**src/hdl/kwmh_pkg.sv**
```systemverilog
// kwmh_pkg: shared types and constants of the k-way min-heap merger
// no dependencies; imported by the heap memory, the sequencer, the top level and the checker

package kwmh_pkg;

  // run number width, fixed by the item format
  localparam int unsigned RUN_W = 4;

  // item kinds carried on the input tuser
  localparam logic FUNC_FILL = 1'b0;
  localparam logic FUNC_POP  = 1'b1;

  // status of one pop result
  typedef struct packed {
    logic             valid_res;
    logic             last;
    logic [RUN_W-1:0] run;
  } res_flags_t;

endpackage

```
**src/hdl/kwmh_heap_mem.sv**
```systemverilog
// kwmh_heap_mem: heap storage, one write port and two registered read ports
// depends on kwmh_pkg for the run width

module kwmh_heap_mem #(
  parameter int unsigned WAYS     = 16,
  parameter int unsigned KEY_BITS = 32
) (
  input  logic                                  clk_i,
  input  logic                                  we_i,
  input  logic [$clog2(WAYS)-1:0]               waddr_i,
  input  logic [KEY_BITS+kwmh_pkg::RUN_W-1:0]   wdata_i,
  input  logic [$clog2(WAYS)-1:0]               raddr_a_i,
  input  logic [$clog2(WAYS)-1:0]               raddr_b_i,
  output logic [KEY_BITS+kwmh_pkg::RUN_W-1:0]   rdata_a_o,
  output logic [KEY_BITS+kwmh_pkg::RUN_W-1:0]   rdata_b_o
);
  import kwmh_pkg::*;

  localparam int unsigned ENT_W = KEY_BITS + RUN_W;

  logic [ENT_W-1:0] mem [WAYS];

  // write port
  always_ff @(posedge clk_i) begin
    if (we_i) begin
      mem[waddr_i] <= wdata_i;
    end
  end

  // two read ports, both registered
  always_ff @(posedge clk_i) begin
    rdata_a_o <= mem[raddr_a_i];
    rdata_b_o <= mem[raddr_b_i];
  end

endmodule

```
**src/hdl/kwmh_seq.sv**
```systemverilog
// kwmh_seq: heap sequencer, sift-up on insert and sift-down on pop
// depends on kwmh_pkg; drives the ports of kwmh_heap_mem

module kwmh_seq #(
  parameter int unsigned WAYS     = 16,
  parameter int unsigned KEY_BITS = 32
) (
  input  logic                                  clk_i,
  input  logic                                  rst_ni,
  // incoming item
  input  logic                                  in_valid_i,
  output logic                                  in_ready_o,
  input  logic                                  in_func_i,
  input  logic [KEY_BITS-1:0]                   in_key_i,
  input  logic [kwmh_pkg::RUN_W-1:0]            in_run_i,
  input  logic                                  in_present_i,
  // pop result
  output logic                                  res_valid_o,
  input  logic                                  res_ready_i,
  output logic [KEY_BITS-1:0]                   res_key_o,
  output kwmh_pkg::res_flags_t                  res_flags_o,
  // heap memory
  output logic                                  mem_we_o,
  output logic [$clog2(WAYS)-1:0]               mem_waddr_o,
  output logic [KEY_BITS+kwmh_pkg::RUN_W-1:0]   mem_wdata_o,
  output logic [$clog2(WAYS)-1:0]               mem_raddr_a_o,
  output logic [$clog2(WAYS)-1:0]               mem_raddr_b_o,
  input  logic [KEY_BITS+kwmh_pkg::RUN_W-1:0]   mem_rdata_a_i,
  input  logic [KEY_BITS+kwmh_pkg::RUN_W-1:0]   mem_rdata_b_i
);
  import kwmh_pkg::*;

  localparam int unsigned ENT_W = KEY_BITS + RUN_W;
  localparam int unsigned IDX_W = $clog2(WAYS);
  localparam int unsigned CNT_W = $clog2(WAYS + 1);
  localparam int unsigned CHL_W = IDX_W + 2;

  typedef enum logic [2:0] {
    S_IDLE,
    S_UP_RD,
    S_UP_CMP,
    S_POP_RD,
    S_POP_TOP,
    S_DN_RD,
    S_DN_CMP,
    S_OUT
  } state_e;

  state_e             state_q;
  logic [CNT_W-1:0]   count_q;
  logic [RUN_W-1:0]   last_run_q;
  logic               func_q;
  logic [ENT_W-1:0]   cur_q;
  logic [ENT_W-1:0]   top_q;
  logic [IDX_W-1:0]   idx_q;
  logic               res_vld_q;
  logic               res_last_q;

  // strict order: signed key, then lower run first
  function automatic logic ent_before(logic [ENT_W-1:0] a, logic [ENT_W-1:0] b);
    logic signed [KEY_BITS-1:0] ka;
    logic signed [KEY_BITS-1:0] kb;
    ka = a[ENT_W-1:RUN_W];
    kb = b[ENT_W-1:RUN_W];
    return (ka < kb) || ((ka == kb) && (a[RUN_W-1:0] < b[RUN_W-1:0]));
  endfunction

  logic [IDX_W-1:0] parent;
  logic [CHL_W-1:0] left_w;
  logic [CHL_W-1:0] right_w;
  logic [CHL_W-1:0] count_w;
  logic             left_ok;
  logic             right_ok;
  logic             up_swap;
  logic             take_l;
  logic             take_r;
  logic [ENT_W-1:0] best_lc;
  logic [IDX_W-1:0] child;
  logic             accept;
  logic             ins_ok;

  // tree index arithmetic
  assign parent   = IDX_W'((idx_q - IDX_W'(1)) >> 1);
  assign left_w   = CHL_W'({idx_q, 1'b1});
  assign right_w  = left_w + CHL_W'(1);
  assign count_w  = CHL_W'(count_q);
  assign left_ok  = left_w < count_w;
  assign right_ok = right_w < count_w;

  // sift-up and sift-down compares on registered read data
  assign up_swap = ent_before(cur_q, mem_rdata_a_i);
  assign take_l  = ent_before(mem_rdata_a_i, cur_q);
  assign best_lc = take_l ? mem_rdata_a_i : cur_q;
  assign take_r  = right_ok && ent_before(mem_rdata_b_i, best_lc);
  assign child   = take_r ? right_w[IDX_W-1:0] : left_w[IDX_W-1:0];

  assign in_ready_o = (state_q == S_IDLE);
  assign accept     = in_valid_i && in_ready_o;
  assign ins_ok     = in_present_i && (count_q != CNT_W'(WAYS));

  // memory port control
  always_comb begin
    mem_we_o      = 1'b0;
    mem_waddr_o   = idx_q;
    mem_wdata_o   = cur_q;
    mem_raddr_a_o = '0;
    mem_raddr_b_o = '0;
    case (state_q)
      S_UP_RD: begin
        if (idx_q == '0) begin
          mem_we_o = 1'b1;
        end else begin
          mem_raddr_a_o = parent;
        end
      end
      S_UP_CMP: begin
        mem_we_o    = 1'b1;
        mem_wdata_o = up_swap ? mem_rdata_a_i : cur_q;
      end
      S_POP_RD: begin
        mem_raddr_a_o = '0;
        mem_raddr_b_o = IDX_W'(count_q - CNT_W'(1));
      end
      S_DN_RD: begin
        if (!left_ok) begin
          mem_we_o = 1'b1;
        end else begin
          mem_raddr_a_o = left_w[IDX_W-1:0];
          mem_raddr_b_o = right_w[IDX_W-1:0];
        end
      end
      S_DN_CMP: begin
        mem_we_o = 1'b1;
        if (take_r) begin
          mem_wdata_o = mem_rdata_b_i;
        end else if (take_l) begin
          mem_wdata_o = mem_rdata_a_i;
        end
      end
      default: begin
        mem_we_o = 1'b0;
      end
    endcase
  end

  // sequencer state and registered result
  always_ff @(posedge clk_i or negedge rst_ni) begin
    if (!rst_ni) begin
      state_q    <= S_IDLE;
      count_q    <= '0;
      last_run_q <= '0;
      func_q     <= FUNC_FILL;
      cur_q      <= '0;
      top_q      <= '0;
      idx_q      <= '0;
      res_vld_q  <= 1'b0;
      res_last_q <= 1'b0;
    end else begin
      case (state_q)
        S_IDLE: begin
          if (accept) begin
            func_q <= in_func_i;
            if (ins_ok) begin
              cur_q   <= {in_key_i, (in_func_i == FUNC_POP) ? last_run_q : in_run_i};
              idx_q   <= count_q[IDX_W-1:0];
              count_q <= count_q + CNT_W'(1);
              state_q <= S_UP_RD;
            end else if (in_func_i == FUNC_POP) begin
              state_q <= S_POP_RD;
            end
          end
        end
        S_UP_RD: begin
          if (idx_q == '0) begin
            state_q <= (func_q == FUNC_POP) ? S_POP_RD : S_IDLE;
          end else begin
            state_q <= S_UP_CMP;
          end
        end
        S_UP_CMP: begin
          if (up_swap) begin
            idx_q   <= parent;
            state_q <= S_UP_RD;
          end else begin
            state_q <= (func_q == FUNC_POP) ? S_POP_RD : S_IDLE;
          end
        end
        S_POP_RD: begin
          if (count_q == '0) begin
            top_q      <= '0;
            res_vld_q  <= 1'b0;
            res_last_q <= 1'b1;
            state_q    <= S_OUT;
          end else begin
            count_q <= count_q - CNT_W'(1);
            state_q <= S_POP_TOP;
          end
        end
        S_POP_TOP: begin
          top_q      <= mem_rdata_a_i;
          last_run_q <= mem_rdata_a_i[RUN_W-1:0];
          cur_q      <= mem_rdata_b_i;
          idx_q      <= '0;
          res_vld_q  <= 1'b1;
          res_last_q <= (count_q == '0);
          state_q    <= (count_q == '0) ? S_OUT : S_DN_RD;
        end
        S_DN_RD: begin
          state_q <= left_ok ? S_DN_CMP : S_OUT;
        end
        S_DN_CMP: begin
          if (take_l || take_r) begin
            idx_q   <= child;
            state_q <= S_DN_RD;
          end else begin
            state_q <= S_OUT;
          end
        end
        S_OUT: begin
          if (res_ready_i) begin
            state_q <= S_IDLE;
          end
        end
        default: begin
          state_q <= S_IDLE;
        end
      endcase
    end
  end

  assign res_valid_o           = (state_q == S_OUT);
  assign res_key_o             = top_q[ENT_W-1:RUN_W];
  assign res_flags_o.valid_res = res_vld_q;
  assign res_flags_o.last      = res_last_q;
  assign res_flags_o.run       = top_q[RUN_W-1:0];

endmodule

```
**src/hdl/kway_min_heap_merger.sv**
```systemverilog
// k-way merge min-heap: one item at a time, heap in a registered dual-read memory
// fill: each parent compared is read, then compared and written, plus a root write if the
// key climbs that far, and tready stays low until the climb ends; pop: that refill climb,
// a read of root and tail, a load of both unless the heap is empty; per child pair a read,
// then a compare and write, plus a write to place at a leaf; then the output register loads
// rst_ni clears the heap count and last popped run; heap memory is not cleared

module kway_min_heap_merger #(
  parameter int unsigned WAYS     = 16,
  parameter int unsigned KEY_BITS = 32
) (
  input  logic                                              clk_i,
  input  logic                                              rst_ni,
  // input stream
  input  logic                                              s_axis_tvalid_i,
  output logic                                              s_axis_tready_o,
  // tdata fields from bit 0: key, run, present, zero fill
  input  logic [((KEY_BITS+kwmh_pkg::RUN_W+1+7)/8)*8-1:0]   s_axis_tdata_i,
  // tuser fields from bit 0: func
  input  logic                                              s_axis_tuser_i,
  // output stream
  output logic                                              m_axis_tvalid_o,
  input  logic                                              m_axis_tready_i,
  // tdata fields from bit 0: out_key, out_run, zero fill
  output logic [((KEY_BITS+kwmh_pkg::RUN_W+7)/8)*8-1:0]     m_axis_tdata_o,
  // tuser fields from bit 0: valid_res
  output logic                                              m_axis_tuser_o,
  output logic                                              m_axis_tlast_o
);
  import kwmh_pkg::*;

  localparam int unsigned ENT_W      = KEY_BITS + RUN_W;
  localparam int unsigned IDX_W      = $clog2(WAYS);
  localparam int unsigned OUT_DATA_W = ((KEY_BITS + RUN_W + 7) / 8) * 8;

  logic                  res_valid;
  logic                  res_ready;
  logic [KEY_BITS-1:0]   res_key;
  res_flags_t            res_flags;

  logic                  mem_we;
  logic [IDX_W-1:0]      mem_waddr;
  logic [ENT_W-1:0]      mem_wdata;
  logic [IDX_W-1:0]      mem_raddr_a;
  logic [IDX_W-1:0]      mem_raddr_b;
  logic [ENT_W-1:0]      mem_rdata_a;
  logic [ENT_W-1:0]      mem_rdata_b;

  logic                  out_valid_q;
  logic [KEY_BITS-1:0]   out_key_q;
  res_flags_t            out_flags_q;

  // heap sequencer
  kwmh_seq #(
    .WAYS     (WAYS),
    .KEY_BITS (KEY_BITS)
  ) u_seq (
    .clk_i         (clk_i),
    .rst_ni        (rst_ni),
    .in_valid_i    (s_axis_tvalid_i),
    .in_ready_o    (s_axis_tready_o),
    .in_func_i     (s_axis_tuser_i),
    .in_key_i      (s_axis_tdata_i[KEY_BITS-1:0]),
    .in_run_i      (s_axis_tdata_i[ENT_W-1:KEY_BITS]),
    .in_present_i  (s_axis_tdata_i[ENT_W]),
    .res_valid_o   (res_valid),
    .res_ready_i   (res_ready),
    .res_key_o     (res_key),
    .res_flags_o   (res_flags),
    .mem_we_o      (mem_we),
    .mem_waddr_o   (mem_waddr),
    .mem_wdata_o   (mem_wdata),
    .mem_raddr_a_o (mem_raddr_a),
    .mem_raddr_b_o (mem_raddr_b),
    .mem_rdata_a_i (mem_rdata_a),
    .mem_rdata_b_i (mem_rdata_b)
  );

  // heap storage
  kwmh_heap_mem #(
    .WAYS     (WAYS),
    .KEY_BITS (KEY_BITS)
  ) u_mem (
    .clk_i     (clk_i),
    .we_i      (mem_we),
    .waddr_i   (mem_waddr),
    .wdata_i   (mem_wdata),
    .raddr_a_i (mem_raddr_a),
    .raddr_b_i (mem_raddr_b),
    .rdata_a_o (mem_rdata_a),
    .rdata_b_o (mem_rdata_b)
  );

  // output register, loads when empty or being drained
  assign res_ready = !out_valid_q || m_axis_tready_i;

  always_ff @(posedge clk_i or negedge rst_ni) begin
    if (!rst_ni) begin
      out_valid_q <= 1'b0;
    end else if (res_ready) begin
      out_valid_q <= res_valid;
    end
  end

  always_ff @(posedge clk_i) begin
    if (res_valid && res_ready) begin
      out_key_q   <= res_key;
      out_flags_q <= res_flags;
    end
  end

  assign m_axis_tvalid_o = out_valid_q;
  assign m_axis_tdata_o  = OUT_DATA_W'({out_flags_q.run, out_key_q});
  assign m_axis_tuser_o  = out_flags_q.valid_res;
  assign m_axis_tlast_o  = out_flags_q.last;

endmodule

```
**config.mk**
```make
export PLATFORM = sky130hd
export DESIGN_NAME = kway_min_heap_merger
export DESIGN_NICKNAME = d
export VERILOG_FILES = /design/src/hdl/kwmh_pkg.sv /design/src/hdl/kwmh_heap_mem.sv /design/src/hdl/kwmh_seq.sv /design/src/hdl/kway_min_heap_merger.sv
export SDC_FILE = /design/constraint.sdc
export NUM_CORES = 1
export LEC_CHECK = 0
export BUFFER_PORTS_ARGS = -buffer_cell sky130_fd_sc_hd__buf_2
export CORE_MARGIN = 1
export CORE_UTILIZATION = 60
export DETAILED_ROUTE_END_ITERATION = 6
export MAX_ROUTING_LAYER = met4
export PLACE_DENSITY = 0.77
export SLEW_MARGIN = 0
export SYNTH_ARGS = -nofsm -noshare
export SYNTH_HDL_FRONTEND = slang
export SYNTH_SLANG_ARGS = --single-unit
```
**constraint.sdc**
```tcl
create_clock -name clk_i -period 19.9 [get_ports clk_i]
set_clock_uncertainty 0.15 [all_clocks]
set_input_delay 1.99 -clock clk_i [delete_from_list [all_inputs] [get_ports clk_i]]
set_output_delay 1.99 -clock clk_i [all_outputs]
set_load 0.1 [all_outputs]
```
# == Yosys cells after proc, flatten, opt, wreduce, memory -nomap -nowiden ==
# Memory sizes are Yosys's and may differ from the RTL's. A register that Yosys moved wholly into a read port is not among the register bits.
# Cells that the tools add are included.
# classes
addsub,4
n_lt_le_gt_ge,8
eq_ne,19
mux,46
n_reduce_logical,27
# ops
cell,n
$mux 36,6
$pmux 36 s2,3
$eq 32x32->1,3
$lt 32x32->1,3
$mux 4,8
$pmux 3 s8,1
$mux 3,7
$pmux 4 s2,2
$pmux 4 s4,1
$mux 5,3
$eq 3x3->1 const B,4
$lt 4x4->1,3
$pmux 5 s2,1
$mux 2,4
$ne 2x1->1 const B,4
$logic_and 1x1->1,7
$mux 1,7
$add 5x1->6 const B,1
$eq 3x2->1 const B,2
$lt 6x5->1,1
$ne 2x2->1 const B,3
$reduce_and 3->1,2
$reduce_bool 2->1,3
$add 5x1->5 const B,1
18 further kinds,24
# word_totals
regBits,130
mem_bits_rw,576
mem_count,1
# memory_table
name,depth,width,read_ports,rd_ports_with_merged_regs,write_ports,line,rtl
u_mem.mem,16,36,2,2,1,kwmh_heap_mem.sv:21,logic [ENT_W-1:0] mem [WAYS];

# == Logic depth before layout (Yosys ltp) ==
# Gate-level depths: netlist of run 1.
# logic_depth
word_depth,11
mapped_depth,24

# == Cells and area by module ==
# A second synthesis of run 1 with hierarchy kept.
# hier_totals
hier_cells,2258
area_unflattened_um2,36317.3
# modules_own_cells
mod,instances,cells_per_inst,area_each_um2,seq_area_each_um2
kwmh_heap_mem,1,1277,27232.4,18738.0
kwmh_seq,1,934,7856.3,2277.2
kway_min_heap_merger,1,47,1228.7,1166.1

# == Least setup slack after synthesis of run 1 ==
# Ideal clock, no wire load.
# synth_path
kind,flip-flop to flip-flop
startpoint,register u_seq.cur_q[35]
endpoint,"memory u_mem.mem[0][10] (netlist bit), data pin"
setup_time_ns,0.348
arrival_ns,6.183
t_required_ns,19.402
path_slack_ns,13.220
path_stages_with_launch,22
n_path_buf,3
period_less_slack_ns,6.680
cell_sequence,dfrtp_1 > inv_1 > ha_1 > nand4_1 > nor3_1 > a221o_1 > o21a_1 > o31ai_1 > clkbuf_1 > buf_1 > a21oi_1 > ha_1 > nand3_1 > or3_1 > or4_4 > a2111o_1 > nand4_1 > a31oi_4 > a21oi_2 > buf_2 > mux2_2 > a221oi_1
# synth_via
elab_chain_len,10
word_cells_on_any_way,18
# synth_lines
element,line,rtl
from (decl),kwmh_seq.sv:53,logic [ENT_W-1:0] cur_q;
from (signal assigned),kwmh_seq.sv:164,"cur_q <= {in_key_i, (in_func_i == FUNC_POP) ? last_run_q : in_run_i};"
from (signal assigned),kwmh_seq.sv:202,cur_q <= mem_rdata_b_i;
"parallel branches: the longest is 9 deep, another holds $lt 32x32->1",-,
$pmux 36 s2 (*),kwmh_seq.sv:108,case (state_q)
via mem_wdata[10],kway_min_heap_merger.sv:43,logic [ENT_W-1:0] mem_wdata;
to (decl),kwmh_heap_mem.sv:21,
# Mark *: on every way through the listed nets, which the timed path passes.

# == Final worst setup path of run 1 ==
# layout_path
startpoint,register u_seq.cur_q[35]
endpoint,"memory u_mem.mem[13][16] (netlist bit), data pin"
# Same word-level chain as after synthesis.

==> results of run 1 <==
==> how the worst max path moves through the flow <==
stage	startpoint	endpoint	slack [ns]	cells after the start
finish	u_seq.cur_q[35]$_DFFE_PN0P_	u_mem.mem[13][16]$_DFFE_PP_	11.68	18
global route	u_seq.cur_q[35]$_DFFE_PN0P_	u_mem.mem[15][33]$_DFFE_PP_	11.38	20
CTS	u_seq.cur_q[35]$_DFFE_PN0P_	u_mem.mem[15][33]$_DFFE_PP_	11.76	20
detailed placement	u_seq.cur_q[35]$_DFFE_PN0P_	u_mem.mem[15][16]$_DFFE_PP_	11.82	18
global placement	u_seq.cur_q[35]$_DFFE_PN0P_	u_mem.mem[10][33]$_DFFE_PP_	12.00	20
floorplan	u_seq.cur_q[35]$_DFFE_PN0P_	u_mem.mem[0][10]$_DFFE_PP_	13.22	21
==> cell type report <==
cell class	count	area (sq um)	share of cell area
flip-flops and latches	778	22200	0.549
diodes	1	2.50	0.0000619
repair buffers	154	968	0.0240
clock buffers	100	2060	0.0511
well taps	782	978	0.0242
inverters	86	323	0.00799
clock inverters	39	343	0.00848
multi-input cells	1833	13600	0.335
==> synthesized netlist by cell type, types with 5 or more instances <==
master / number / area, sq um
sky130_fd_sc_hd__clkbuf_1: 171 / 642
sky130_fd_sc_hd__nand2b_1: 6 / 37.5
sky130_fd_sc_hd__nor3_1: 13 / 65.1
sky130_fd_sc_hd__xnor2_1: 9 / 78.8
sky130_fd_sc_hd__nor2_1: 120 / 450
sky130_fd_sc_hd__a311oi_1: 36 / 315
sky130_fd_sc_hd__nand4_1: 14 / 87.6
sky130_fd_sc_hd__mux2_2: 22 / 248
sky130_fd_sc_hd__o31ai_1: 5 / 37.5
sky130_fd_sc_hd__o21a_1: 8 / 60.1
sky130_fd_sc_hd__ha_1: 86 / 1080
sky130_fd_sc_hd__nor2b_1: 8 / 50.1
sky130_fd_sc_hd__o22ai_1: 24 / 150
sky130_fd_sc_hd__or3_1: 5 / 31.3
sky130_fd_sc_hd__buf_2: 14 / 70.1
sky130_fd_sc_hd__o211ai_1: 7 / 52.6
sky130_fd_sc_hd__a211oi_1: 114 / 856
sky130_fd_sc_hd__and3_1: 5 / 31.3
sky130_fd_sc_hd__mux4_2: 144 / 3240
sky130_fd_sc_hd__and2_1: 76 / 475
sky130_fd_sc_hd__o21ai_0: 30 / 150
sky130_fd_sc_hd__a21oi_1: 66 / 330
sky130_fd_sc_hd__a22o_1: 45 / 394
sky130_fd_sc_hd__buf_4: 5 / 37.5
sky130_fd_sc_hd__nand2_1: 495 / 1860
sky130_fd_sc_hd__edfxtp_1: 614 / 18400
sky130_fd_sc_hd__buf_1: 23 / 86.3
sky130_fd_sc_hd__dfrtp_1: 92 / 2300
sky130_fd_sc_hd__mux2i_1: 57 / 571
sky130_fd_sc_hd__dfxtp_1: 72 / 1440
sky130_fd_sc_hd__a221oi_1: 21 / 184
sky130_fd_sc_hd__a31oi_1: 108 / 676
sky130_fd_sc_hd__nand3_1: 229 / 1150
sky130_fd_sc_hd__a21o_1: 29 / 218
sky130_fd_sc_hd__inv_1: 86 / 323
==> metal layers <==
metal / GRT usage / share of wire
met5: - / 0
met4: 0.153 / 0.042
met3: 0.0829 / 0.14
met2: 0.508 / 0.46
met1: 0.442 / 0.36
==> through the flow <==
step / hold slack (ns) / util / worst slack, ns / cell area (sq um)
4_1_cts: 0.297 / 0.670 / 11.76 / 40400
3_3_place_gp: 0.281 / 0.630 / 12.00 / 38000
3_5_place_dp: 0.282 / 0.630 / 11.82 / 38000
2_1_floorplan: 0.275 / - / 13.22 / 36700
6_report: 0.295 / 0.670 / 11.68 / 40400
5_1_grt: 0.313 / 0.670 / 11.38 / 40400
==> logic make-up after synthesis <==
| logic type | Yosys count | share of synthesized area |
|---|---|---|
| other | 1 | 0.000102 |
| AO/OA/AOI/OAI | 523 | 0.101 |
| flip-flops | 778 | 0.605 |
| adder cells (fa/ha/maj) | 86 | 0.0294 |
| multiplexers | 224 | 0.111 |
| XOR/XNOR | 11 | 0.00263 |
| buffers and inverters | 301 | 0.0322 |
| AND/OR/NAND/NOR | 985 | 0.118 |
==> placed cells by master (no fill, tap or decap), types with 9 or more instances in the layout <==
| cell type | count |
|---|---|
| sky130_fd_sc_hd__a211oi_1 | 114 |
| sky130_fd_sc_hd__a21o_1 | 28 |
| sky130_fd_sc_hd__a21oi_1 | 64 |
| sky130_fd_sc_hd__a221oi_1 | 21 |
| sky130_fd_sc_hd__a22o_1 | 44 |
| sky130_fd_sc_hd__a311oi_1 | 36 |
| sky130_fd_sc_hd__a31oi_1 | 108 |
| sky130_fd_sc_hd__and2_1 | 75 |
| sky130_fd_sc_hd__buf_2 | 80 |
| sky130_fd_sc_hd__buf_4 | 73 |
| sky130_fd_sc_hd__clkbuf_1 | 19 |
| sky130_fd_sc_hd__clkbuf_16 | 78 |
| sky130_fd_sc_hd__clkinv_1 | 12 |
| sky130_fd_sc_hd__clkinv_2 | 12 |
| sky130_fd_sc_hd__dfrtp_1 | 91 |
| sky130_fd_sc_hd__dfxtp_1 | 72 |
| sky130_fd_sc_hd__edfxtp_1 | 614 |
| sky130_fd_sc_hd__ha_1 | 86 |
| sky130_fd_sc_hd__inv_1 | 86 |
| sky130_fd_sc_hd__mux2_2 | 22 |
| sky130_fd_sc_hd__mux2i_1 | 57 |
| sky130_fd_sc_hd__mux4_2 | 144 |
| sky130_fd_sc_hd__nand2_1 | 495 |
| sky130_fd_sc_hd__nand3_1 | 229 |
| sky130_fd_sc_hd__nand4_1 | 14 |
| sky130_fd_sc_hd__nor2_1 | 105 |
| sky130_fd_sc_hd__nor2_4 | 14 |
| sky130_fd_sc_hd__o21ai_0 | 30 |
| sky130_fd_sc_hd__o22ai_1 | 24 |
| sky130_fd_sc_hd__xnor2_1 | 9 |
==> worst max-delay path, delay by kind of cell, from the launching register on <==
| kind | cells | cell delay [ns] |
|---|---|---|
| fa+ha+maj | 2 | 0.78 |
| flops | 1 | 0.37 |
| simple gates | 7 | 2.84 |
| compound gates | 6 | 2.59 |
| buf+inv | 2 | 0.69 |
| mux | 1 | 0.36 |
==> registers in the layout, summed over array words and instances (netlist names) <==
| register | cells |
|---|---|
| u_mem.mem | 576 |
| u_mem.rdata_a_o | 36 |
| u_mem.rdata_b_o | 36 |
| u_seq.cur_q | 36 |
| u_seq.top_q | 36 |
| out_key_q | 32 |
| u_seq.count_q | 5 |
| m_axis_tdata_o | 4 |
| u_seq.last_run_q | 4 |
| u_seq.mem_waddr_o | 4 |
| u_seq.state_q | 3 |
| m_axis_tlast_o | 1 |
| m_axis_tuser_o | 1 |
| m_axis_tvalid_o | 1 |
| u_seq.func_q | 1 |
| u_seq.res_last_q | 1 |
| u_seq.res_vld_q | 1 |
==> results.txt, run 1 <==
* Status: finished clean
- The slowest stage of the critical path belongs to the cell sky130_fd_sc_hd__a221oi_2.
- The share of the Yosys chip area taken by registers is 0.605.
- The total count of max-transition violations in the final report is 0.
- Entering global routing, the biggest net connects ~150 pins.
* Fmax: roughly 120 MHz
* Antenna viol nets, final: 0
- Worst Hold Class: register to register
- Share of post-route cells with drive strength above 1: 0.158
* Sinks on the clock net: between 700 and 800
* Endpoint with the worst hold slack: out_key_q[0]$_DFFE_PP_
- Number of nets at the end of the flow: 3059
- Final setup violation count: 0
- For the worst setup path, the data arrival time is 8.32 ns.
- Number of maximum-capacitance violations: 0
- The setup path with the least slack is of type register to register.
* Post-synth EDFFs: approximately 610
- In this run the deepest clock path goes through 3 buffers.
- Post-Syn Instances: 2909
- The final layout contains routed wiring with a total length of 103000 um.
- In this design, the critical path's most frequently occurring cell is sky130_fd_sc_hd__nand4_1.
- Routability-driven placement finished with a final weighted congestion of 0.929.
* Setup slack of the most critical reg-to-reg path: 11.68 ns
* Vias/cell: 6.92
- The number of global-route vias before repair came to 25743.
* Longest individual stage delay on the worst path: 0.97 ns
- Cell breakdown of the critical path: inv_1, ha_1, nand4_1, nor4_1, nand4_1, o31ai_4, buf_4, a21oi_1, ha_1, nand3_1, or3_1, or4_4, a2111o_1, nand4_1, a31oi_4, a21oi_4, mux2_4, a221oi_2
- Fill cells in the final layout number 4136.
- After synthesis, the share of flip-flops with an asynchronous set or reset is 0.118.
- For the pin with the worst max-slew slack, the measured transition is 1.21 ns.
- The worst hold path passes through 0 cells.
- Global-route wire length before repair: 153000 um
- Core region area: 60400 sq um
- Count of synthesis-stage warnings from yosys: 0
- At the later pin of the worst-skew pair, clock insertion delay measures 0.63 ns.
* Die outline height: 249 um
* Horizontal die dimension: 249 um
- Counting the buffers created by CTS gives 75.
* Post-CTS clock slew at the launch and capture registers of the worst setup and hold paths: 0.06 ns
- Count of final hold-check violations: 0
* Worst-path maximum fanout: 68
- Share of the clock period used by the worst path: 0.413
- RSZ-0062 raised after global routing: no
- DRT Pass-1 Iters: 6
* Hold bufs inserted after CTS: 0
- Detailed placement finished with a half-perimeter wire length of about 58000 um.
- Including well taps, the total number of placed cells is 3633.
- The floorplan has 90 rows.
- Depth of the CTS H-tree: 3
* Worst Reg2Reg Path Length in Cells: 18
- Start point of the worst min-delay path: u_seq.top_q[4]$_DFFE_PN0P_
- For this run, the total global-route usage over all layers was measured as 0.340.
- The die covers about 62000 sq um.
* Quantity of I/O buffers inserted on ports: 81
- The most used flip-flop cell after synthesis is sky130_fd_sc_hd__edfxtp_1.
* Routed length per instance: 27.2 um
- The worst setup path is launched from a register.
* DRC errors left: 0
* Total Negative Setup Slacks: 0 ns
- Worst R2R End: u_mem.mem[13][16]$_DFFE_PP_
- The routed layout has 26115 vias.
* IO Pins: 89
* Avg Cell Area, Syn: 12.6 sq um
- The tree is rooted in a sky130_fd_sc_hd__clkbuf_16.
- Total congestion overflow: 0
- Initial standard-cell utilization of the core: 0.607
- Post-synth cell types: 67
- The startpoint identified for the worst register-to-register timing path is u_seq.cur_q[35]$_DFFE_PN0P_.
* Post-synthesis register bit count: roughly 780
* CP Capture Type: register
- Iter 0 DRT Violations: 3716
* CTS tree: built
- Number of post-CTS setup repair buffers: 0
- The smallest clock period supported by the final layout is computed as 8.22 ns.
* Req. time, crit path: ~20 ns
- Netlist area before placement: 36700 sq um
* Fin cells: 3773
* Post-CTS resize count: 0
* Growth of design area from synthesis to finish: 10.3%
- The number of antenna violations at the first check in global routing is 2.
* Worst max-slew margin expressed relative to the limit: 0.195
Power of run 1 is left out: the tool's default activity adds up to more than one toggle a clock period on the data nets, which glitch-free logic cannot reach.
==> run 2: changes to the inputs <==
- CORE_UTILIZATION: 60 -> 57
- clock period: 19.9 -> 7.3 ns (I/O delays scaled with it)
==> run 2 against run 1 <==
Against the previous run:
- largest cell class unchanged
- final cell count rose by 2.1%
- worst hold slack worse by 0.068 ns
- final area rose by 1.5%
- utilization decreased by 2.1 points
- wire length rose by 4.7%
- highest routed layer unchanged
- critical path depth up 4
- non-clock buffer count grew 15
- critical endpoint is now u_mem.mem[0][10]$_DFFE_PP_
- die area is 5.2% higher
- setup slack worse by 11 ns
==> results.txt, run 2 (synthesized netlist as in run 1, its figures left out) <==
- Status: finished clean
* CP Launch Point: u_seq.cur_q[18]$_DFFE_PN0P_
- Rows: 92 (+2.2%)
* Total track usage: 0.338 (-0.00190)
* Arrival time of the worst setup path: 7.06 ns (-1.26 ns)
- Number of buffers created by CTS: 77 (+2.7%)
- Depth of the CTS H-tree: 3 (unchanged)
* Core region area: 63300 sq um (+4.9%)
- Vias/cell: 6.95 (+0.43%)
- Number of maximum-capacitance violations: 0 (unchanged)
* Worst-path maximum fanout: 30 (-56%)
* Total count of max-transition violations in the final report: 0 (unchanged)
- The delay of the slowest cell on the worst path was 0.60 ns (-0.37 ns).
- Critical R2R Launch: u_seq.cur_q[18]$_DFFE_PN0P_
- The setup violation total in the final timing report came to 0 (unchanged).
- Commonest non-fill, non-tap cell in the layout: sky130_fd_sc_hd__edfxtp_1
- Iter 0 DRT Violations: 3705 (-0.30%)
- Maximum number of buffers from clock root to sink: 3 (unchanged)
- Cell family contributing the most delay on the critical path: compound AO/OA/AOI/OAI gates
- Post-CTS clock slew at the launch and capture registers of the worst setup and hold paths: 0.07 ns (about the same)
* Number of post-CTS setup repair buffers: 0 (unchanged)
- The total overflow reported by the global router came to 0 (unchanged).
- Count of final hold-check violations: 0 (unchanged)
- The antenna violation net count after detailed routing is 0 (unchanged).
- The horizontal die dimension is 256 um (+2.6%).
* Shortest period the worst path allows: 6.74 ns (-1.48 ns)
- Start point of the worst min-delay path: s_axis_tdata_i[9]
- The die height came to 256 um (+2.6%).
- Fmax: 148 MHz (+22%)
* Combined flip-flop and latch cell area: 22200 sq um (unchanged)
- Final Wtd Congestion: 0.968 (+4.1%)
* Sinks on the clock net: 778 (unchanged)
- The multi-input combinational cell area is 13600 sq um (unchanged).
* Class of the most critical setup path: register to register
- Routed length per instance: 27.9 um (+2.5%)
- Commonest cells after routing, fill and taps aside: sky130_fd_sc_hd__edfxtp_1 (614), sky130_fd_sc_hd__nand2_1 (495), sky130_fd_sc_hd__nand3_1 (229)
* Root Driver: sky130_fd_sc_hd__clkbuf_16
- The placed wire-length estimate after detailed placement was 62200 um (+6.5%).
- Total routed wirelength: 108000 um (+4.7%)
- Initial standard-cell utilization of the core: 0.579 (-0.0283)
* Quantity of I/O buffers inserted on ports: 81 (unchanged)
- Total Negative Setup Slacks: 0 ns (unchanged)
* Register containing the most flip-flops in the final layout: u_mem.mem
- The number of fillers in the final layout came to 4393 (+6.2%).
* Crit start category: register
- Number of antenna cells inserted: 0 (-1)
- Worst Max-Slew Pin Slew: 1.31 ns (+0.100 ns)
- The share of final-layout standard cells stronger than drive strength 1 was 0.168 (+0.0104).
* Post-CTS resize count: 0 (unchanged)
- STA classifies the critical path endpoint as a register.
- For this design, the slowest cell found on the critical path is sky130_fd_sc_hd__or4_4.
* Hold bufs inserted after CTS: 1 (+1)
* Req. time, crit path: 7.62 ns (-12.38 ns)
* Worst Hold Class: input port to register
- The number of flip-flops under the largest register name came to 576 (unchanged).
- Cell breakdown of the critical path: inv_1, ha_1, nand4_1, or2_2, a211oi_1, o31a_1, o31ai_4, buf_4, nor2_1, a21oi_1, ha_1, nand2_1, or3_1, or4_4, a2111o_1, nand4_1, a31oi_4, a21oi_4, buf_12, mux2_2, a221oi_1, buf_4
* RSZ-0062 raised after global routing: no
- Worst max-slew margin expressed relative to the limit: 0.126 (-0.0691)
- Die area: 65300 sq um (+5.2%)
- The post-route DRC violation count came to 0 (unchanged).
- The wire length of the first global-routing pass came to 161000 um (+4.9%).
* Growth of design area from synthesis to finish: 12.0%
- TritonCTS built the clock tree.
* IO Pins: 89 (unchanged)
* Via count of the first global-routing pass: 26257 (+2.0%)
- The total vias in the final route is 26791 (+2.6%).
* CP Buf/Inv Count: 4 (+2)
* Share of the clock period used by the worst path: 0.923 (+0.510)
- DRT Pass-1 Iters: 6 (unchanged)
* Number of nets at the end of the flow: 3076 (+0.56%)
* Pin count of the biggest net entering global routing: 96 (-34%)
- The number of antenna violations at the first check in global routing is 0 (-2).
- The latest clock arrival within the worst-skew pair was 0.65 ns (+0.02 ns).
run 2: cell types whose count changed in the layout (fill, tap and decap cells not counted), moves of 2 or more:
cell,change
sky130_fd_sc_hd__clkbuf_8,+15
sky130_fd_sc_hd__buf_12,+10
sky130_fd_sc_hd__clkbuf_1,-9
sky130_fd_sc_hd__clkinv_1,-8
sky130_fd_sc_hd__buf_4,+4
sky130_fd_sc_hd__bufinv_16,+4
sky130_fd_sc_hd__clkbuf_16,+2
sky130_fd_sc_hd__clkinv_2,-2
sky130_fd_sc_hd__clkinv_8,+2
sky130_fd_sc_hd__clkinvlp_4,-2
run 2: layout make-up:
class / instances / area share
well taps: 846 / 0.0258
multi-input cells: 1833 / 0.330
clock inverters: 34 / 0.0104
repair buffers: 169 / 0.0294
flip-flops and latches: 778 / 0.540
inverters: 86 / 0.00786
clock buffers: 108 / 0.0557
run 2: tightest hold or removal path: cells and delay by family:
kind,cells,cell delay (ns)
AOI/OAI and AO/OA,1,0.09
buffers and inverters,1,0.10
and+or+nand+nor,1,0.05
run 2: stage by stage:
step	area, sq um	std cells	util	hold slack (ns)	setup slack, ns
6_report	41100	3854	0.648	0.227	0.559
4_1_cts	41100	3854	0.648	0.207	0.722
5_1_grt	41100	3854	0.648	0.233	0.296
2_1_floorplan	36700	2912	-	0.275	0.620
3_5_place_dp	38300	3711	0.605	0.285	0.761
3_3_place_gp	38300	3711	0.605	0.281	0.823
run 2: final timing paths:
check	end	slack (ns)	cells after the start
min	u_seq.cur_q[13]$_DFFE_PN0P_	0.23	3
max reg2reg	u_mem.mem[0][10]$_DFFE_PP_	0.56	22
max	u_mem.mem[0][10]$_DFFE_PP_	0.56	22
min reg2reg	m_axis_tdata_o[34]$_DFFE_PP_	0.31	0
max in group asynchronous	u_seq.mem_waddr_o[2]$_DFFE_PN0P_	5.22	3
min in group asynchronous	u_seq.top_q[26]$_DFFE_PN0P_	0.43	2
run 2: routing by layer:
| metal | wire, um | global-route usage |
|---|---|---|
| met3 | 14600 | 0.0765 |
| met4 | 5400 | 0.163 |
| met1 | 38500 | 0.435 |
| met5 | 0 | - |
| met2 | 49100 | 0.509 |
Power of run 2 is left out for the same reason.
